$ cat src/gas_pkg.sv
// ----------------------------------------------------------------------------
// Grid path search package
// Shared types, codes, widths and neighbour step tables.
// ----------------------------------------------------------------------------
package gas_pkg;

    localparam int OpW      = 2;
    localparam int InCoordW = 6;
    localparam int StepIdxW = 12;
    localparam int CfgW     = 7;
    localparam int CfgIdxW  = 2;
    localparam int CostW    = 20;
    localparam int ManhW    = 10;
    localparam int LenW     = 13;
    localparam int CoordCmpW = 9;

    localparam logic [CostW-1:0] CostSat = {CostW{1'b1}};
    localparam logic [LenW-1:0]  LenSat  = {LenW{1'b1}};

    localparam int DefGridCols = 64;
    localparam int DefGridRows = 64;

    typedef enum logic [OpW-1:0] {
        OP_WRITE  = 2'd0,
        OP_SEARCH = 2'd1,
        OP_READ   = 2'd2,
        OP_STATUS = 2'd3
    } op_t;

    typedef enum logic [CfgIdxW-1:0] {
        REG_STRAIGHT = 2'd0,
        REG_DIAGONAL = 2'd1,
        REG_COLS     = 2'd2,
        REG_ROWS     = 2'd3
    } cfg_reg_t;

    typedef enum logic [1:0] {
        MARK_NONE   = 2'd0,
        MARK_OPEN   = 2'd1,
        MARK_CLOSED = 2'd2,
        MARK_SPARE  = 2'd3
    } mark_t;

    typedef enum logic [4:0] {
        ST_MAP_CLEAR,
        ST_IDLE,
        ST_RESULT,
        ST_READ,
        ST_SWEEP,
        ST_SEED,
        ST_SCAN_A,
        ST_SCAN_B,
        ST_SCAN_C,
        ST_PICK,
        ST_NB_A,
        ST_NB_B,
        ST_LEN_A,
        ST_LEN_B,
        ST_WR_A,
        ST_WR_B
    } state_t;

    // Neighbour order: UL, UR, U, DL, DR, D, L, R.
    function automatic logic signed [1:0] dir_dx(input logic [2:0] d);
        logic signed [1:0] r;
        unique case (d)
            3'd0, 3'd3, 3'd6: r = -2'sd1;
            3'd1, 3'd4, 3'd7: r = 2'sd1;
            default:          r = 2'sd0;
        endcase
        return r;
    endfunction

    function automatic logic signed [1:0] dir_dy(input logic [2:0] d);
        logic signed [1:0] r;
        unique case (d)
            3'd0, 3'd1, 3'd2: r = -2'sd1;
            3'd3, 3'd4, 3'd5: r = 2'sd1;
            default:          r = 2'sd0;
        endcase
        return r;
    endfunction

    function automatic logic dir_diag(input logic [2:0] d);
        return (d == 3'd0) || (d == 3'd1) || (d == 3'd3) || (d == 3'd4);
    endfunction

endpackage

$ cat src/gas_cost_unit.sv
// ----------------------------------------------------------------------------
// Grid path search cost unit
// Forms the new G and F of a neighbour from the current G, the step cost and
// the Manhattan distance, all saturating.
// ----------------------------------------------------------------------------
module gas_cost_unit (
    input  logic [gas_pkg::CostW-1:0] cur_g,
    input  logic [gas_pkg::CfgW-1:0]  step_cost,
    input  logic [gas_pkg::ManhW-1:0] manh,
    output logic [gas_pkg::CostW-1:0] new_g,
    output logic [gas_pkg::CostW-1:0] new_f
);
    import gas_pkg::*;

    logic [ManhW+CfgW-1:0] h_prod;
    logic [CostW:0]        g_sum;
    logic [CostW:0]        f_sum;
    logic [CostW-1:0]      h_val;

    always_comb
    begin
        h_prod = ManhW'(manh) * {{ManhW{1'b0}}, step_cost};
        h_val  = CostW'(h_prod);
        g_sum  = {1'b0, cur_g} + {{(CostW+1-CfgW){1'b0}}, step_cost};
        new_g  = (g_sum > {1'b0, CostSat}) ? CostSat : g_sum[CostW-1:0];
        f_sum  = {1'b0, new_g} + {1'b0, h_val};
        new_f  = (f_sum > {1'b0, CostSat}) ? CostSat : f_sum[CostW-1:0];
    end

endmodule

$ cat config.mk
export PLATFORM = sky130hd
export DESIGN_NAME = gas_cost_unit
export DESIGN_NICKNAME = d
export VERILOG_FILES = /design/src/gas_pkg.sv /design/src/gas_cost_unit.sv
export SDC_FILE = /design/constraint.sdc
export NUM_CORES = 1
export LEC_CHECK = 0
export ABC_AREA = 1
export BUFFER_PORTS_ARGS = -buffer_cell sky130_fd_sc_hd__buf_4
export CORE_ASPECT_RATIO = 1.2
export CORE_MARGIN = 4
export CORE_UTILIZATION = 64
export DETAILED_ROUTE_END_ITERATION = 6
export PLACE_DENSITY = 0.92
export SLEW_MARGIN = 0
export SYNTH_ARGS = -nofsm -noshare
export SYNTH_HDL_FRONTEND = slang
export SYNTH_SLANG_ARGS = --single-unit
$ cat constraint.sdc
create_clock -name vclk -period 8.6
set_clock_uncertainty 0.2 [all_clocks]
set_input_delay 0 -clock vclk [all_inputs]
set_output_delay 0 -clock vclk [all_outputs]
set_load 0.05 [all_outputs]
## Yosys cells after proc, flatten, opt, wreduce, memory -nomap -nowiden

Index checks and enable logic that the tools add are counted.

- Bits in registers: 0
- Input port bits: 37
- Output and inout port bits: 40
- Logic and storage cells: 7

- Add/sub/neg operators: 2
- Multipliers: 1
- Magnitude comparators: 2
- Mux-type cells: 2

Operator list:

| operator | number |
|---|---|
| 21-bit by 20-bit greater-than comparator with 1-bit output, second input constant | 2 |
| 20-bit 2-to-1 mux | 2 |
| 20-bit by 17-bit adder with 21-bit output | 1 |
| 20-bit by 7-bit adder with 21-bit output | 1 |
| 10-bit by 7-bit multiplier with 17-bit output | 1 |

## Longest topological paths before layout

- Word-level depth: 6
- Depth in mapped cells: 30
- Depth with buffers taken out: 29

## Worst setup path after synthesis

No wires, ideal clock.

- Kind: input to output
- Start point: input port step_cost[1] (netlist bit)
- End point: output port new_f[10] (netlist bit)
- Arrival: 5097 ps
- Required time: 8400 ps
- Path slack: 3303 ps
- Stages: 28
- Path buffers: 3
- Cells stage by stage: clkbuf_1 -> inv_1 -> fa_1 -> o21ai_2 -> nand3_1 -> nand2_1 -> nand3_2 -> buf_2 -> nand2_1 -> inv_1 -> fa_1 -> inv_1 -> fa_1 -> inv_1 -> fa_1 -> inv_1 -> ha_1 -> nand2_1 -> nor2_1 -> nand2_1 -> nand3_1 -> nand3_1 -> nand2_1 -> nand2_1 -> nand2_1 -> nand2_4 -> buf_6 -> nand2_1

- Word-level cells in the longest chain between the ends: 6
- Elaborated cells on any way between the ends: 7
- Classes of those cells: 2 x add/sub; 1 x mul; 2 x order compare; 2 x mux

RTL lines:

| element | line | text |
|---|---|---|
| from (decl) | gas_cost_unit.sv:8 | `input logic [gas_pkg::CfgW-1:0] step_cost,` |
| 20-bit by 7-bit adder with 21-bit output (*) | gas_cost_unit.sv:24 | `g_sum = {1'b0, cur_g} + {{(CostW+1-CfgW){1'b0}}, step_cost};` |
| 21-bit by 20-bit greater-than comparator with 1-bit output | gas_cost_unit.sv:25 | `new_g = (g_sum > {1'b0, CostSat}) ? CostSat : g_sum[CostW-1:0];` |
| 20-bit 2-to-1 mux (*) | gas_cost_unit.sv:25 |  |
| named net new_g, one bit | gas_cost_unit.sv:10 | `output logic [gas_pkg::CostW-1:0] new_g,` |
| 20-bit by 17-bit adder with 21-bit output (*) | gas_cost_unit.sv:26 | `f_sum = {1'b0, new_g} + {1'b0, h_val};` |
| 21-bit by 20-bit greater-than comparator with 1-bit output | gas_cost_unit.sv:27 | `new_f = (f_sum > {1'b0, CostSat}) ? CostSat : f_sum[CostW-1:0];` |
| 20-bit 2-to-1 mux (*) | gas_cost_unit.sv:27 |  |
| to (decl) | gas_cost_unit.sv:11 | `output logic [gas_pkg::CostW-1:0] new_f` |

The timed path passes the listed nets; every way through them passes the cells marked *.

## Final worst setup path

- Start point: input port step_cost[0] (netlist bit)
- End point: output port new_f[13] (netlist bit)

- Word-level cells in the longest chain between the ends: 6
- Elaborated cells on any way between the ends: 7
- Classes of those cells: 2 x add/sub; 1 x mul; 2 x order compare; 2 x mux

RTL lines:

| element | line |
|---|---|
| 20-bit by 7-bit adder with 21-bit output | gas_cost_unit.sv:24 |
| 21-bit by 20-bit greater-than comparator with 1-bit output | gas_cost_unit.sv:25 |
| 20-bit 2-to-1 mux | gas_cost_unit.sv:25 |
| 20-bit by 17-bit adder with 21-bit output (*) | gas_cost_unit.sv:26 |
| 21-bit by 20-bit greater-than comparator with 1-bit output | gas_cost_unit.sv:27 |
| 20-bit 2-to-1 mux (*) | gas_cost_unit.sv:27 |

Every way passes the cells marked *; elsewhere a longest branch is shown, timed or not.

==> impl_metrics.yaml <==
critical_path:
  cp_data_arrival_time_ns: 5.36
  crit_start: "step_cost[0]"
  required_ns: 8.40
  cp-start-kind: "primary input"
  cp_max_fo: 21
  cp-end-kind: "output pin"
  crit_type: "primary input to output pin"
synthesis:
  synth_warnings: 0
  synthCells: 613
  synth_area_leader_cell: "fa_1"
  yosysTopAreaCellShare_pct: 27.8
  ys_seq_area_share_pct: 0
  netlist_top_cells_area: "fa_1 (28%), nand2_1 (18%), inv_1 (16%)"
  synthTopCellsByCount: "nand2_1 (189), inv_1 (170), fa_1 (55), ha_1 (49), nand3_1 (29)"
  synth_area_um2: 3970
  synth_cell_type_count: 31
  avgSynthCellArea_um2: 6.47
  syn-num-nets: 754
  yosysMostFrequentCell: "nand2_1"
timing:
  final.min_clock_period_ns: 5.56
  period_share_pct: 64.6
  fmax_mhz: 180
  hold_viol: 0
  setup-tns-final_ns: 0
  setup_violations: 0
  hold_slack_ns: 0.231
  max_slew_margin_pct: 65.9
  rsz0062_at_grt: "no"
  tightest_slew_ns: 0.507
  drv_slew: 0
route:
  wl_um: 10300
  drc: 0
  final_antenna_net_count: 0
  drt_first_pass_iters: 5
  routedWlPerCell_um: 13.6
  initialDrtViolationCount: 206
  viasPerCell: 5.24
  via_count: 3986
placed_design:
  routabilityCongestion: 0.929
  portBuffers: 77
  placed_area_um2: 4580
  dp_hpwl_um: 9190
cells_and_area:
  design_area_um2: 4580
  register_area_um2: 0
  n_antenna_cell: 0
  clkbuf_count: 0
  seq_cells: 0
  drive_gt1_share_pct: 14.6
  nets: 822
  area_delta_synth_final_pct: 15.6
run_status:
  outcome: "finished clean"
floorplan:
  die_h_um: 94.2
  pin_count: 77
  rows: 31
  die_area_um2: 7520
  core-area_um2: 6010
  die_width_um: 79.9
  initial_core_util_pct: 66.0
global_route:
  grt_pass1_wl_um: 17500
  grt_max_degree: 22
  grt-ovfl-total: 0
  antenna_found_initial: 0
  grt_usage_pct: 29.2
  grt_pass1_vias: 4119
min_path:
  hold_start: "cur_g[14]"
  min_path_type: "primary input to output pin"
clock_network:
  cts_setup_buffers: 0
  hold_buffers: 0
  cts.repair.resized: 0
job:
  max-cap-violations: 0
## cell families (layout without fill, tap and decap cells)
family          Yosys count  after routing  share of synthesized area, %
fa+ha+maj               104            104                          43.2
buf+inv                 181            247                          17.7
compound gates           36             36                          5.05
simple gates            269            269                          29.0
xor+xnor                 23             23                          5.08
## area by class of cell
type	count	area (um^2)
Timing Repair Buffer	77	578
Multi-Input combinational cell	432	3260
Inverter	170	638
Tap cell	82	103
Fill cell	483	1430
## metal layers
metal	GRT usage (%)	up-vias	wire length, um
li1	-	1942	-
met1	32.1	1848	3760
met2	56.5	160	5480
met3	2.02	36	573
met4	12.3	0	533
met5	0	-	0
## critical path, stage by stage
cell	delay, ns
buf_4	0.15
ha_1	0.19
inv_1	0.05
fa_1	0.41
o21ai_2	0.21
nand3_1	0.10
nand2_1	0.13
nand3_2	0.41
nand2_1	0.27
inv_1	0.09
fa_1	0.59
fa_1	0.45
fa_1	0.55
inv_1	0.05
ha_1	0.34
a21oi_1	0.14
nand2_1	0.14
nand2_1	0.09
nand3_1	0.11
nand3_1	0.12
nand2_1	0.05
nand2_1	0.07
nand2_1	0.08
nand2_4	0.22
nand2_1	0.10
buf_4	0.20
## through the flow
step / setup WS (ns) / std cells / util, %
after global routing: 2.59 / 761 / 76.2
after global placement: 3.25 / 761 / 76.2
after detailed placement: 3.07 / 761 / 76.2
after floorplan: 3.30 / 613 / -
after CTS: 3.06 / 761 / 76.2
final: 3.04 / 761 / 76.2
## worst paths after layout
kind	end	depth (start not counted)	slack (ns)
worst max-delay path	new_f[13]	26	3.04
worst min-delay path	new_g[14]	4	0.23
## cell usage in the layout, fill, tap and decap left out, types with 2 or more instances in the layout
cell and instances:
inv_1 170, xnor2_1 15, ha_1 49, nand4_1 3, fa_1 55, nand2_4 2
nor2_1 18, nor3_1 6, xor2_1 8, o21ai_2 2, nor2_2 2, nand3b_1 2
nand2_2 13, a21oi_1 22, o21ai_0 7, nand2_1 189, buf_4 77, nand3_1 29
Power is left out: the tool's default activity adds up to more than one toggle a clock period on the data nets, which glitch-free logic cannot reach.
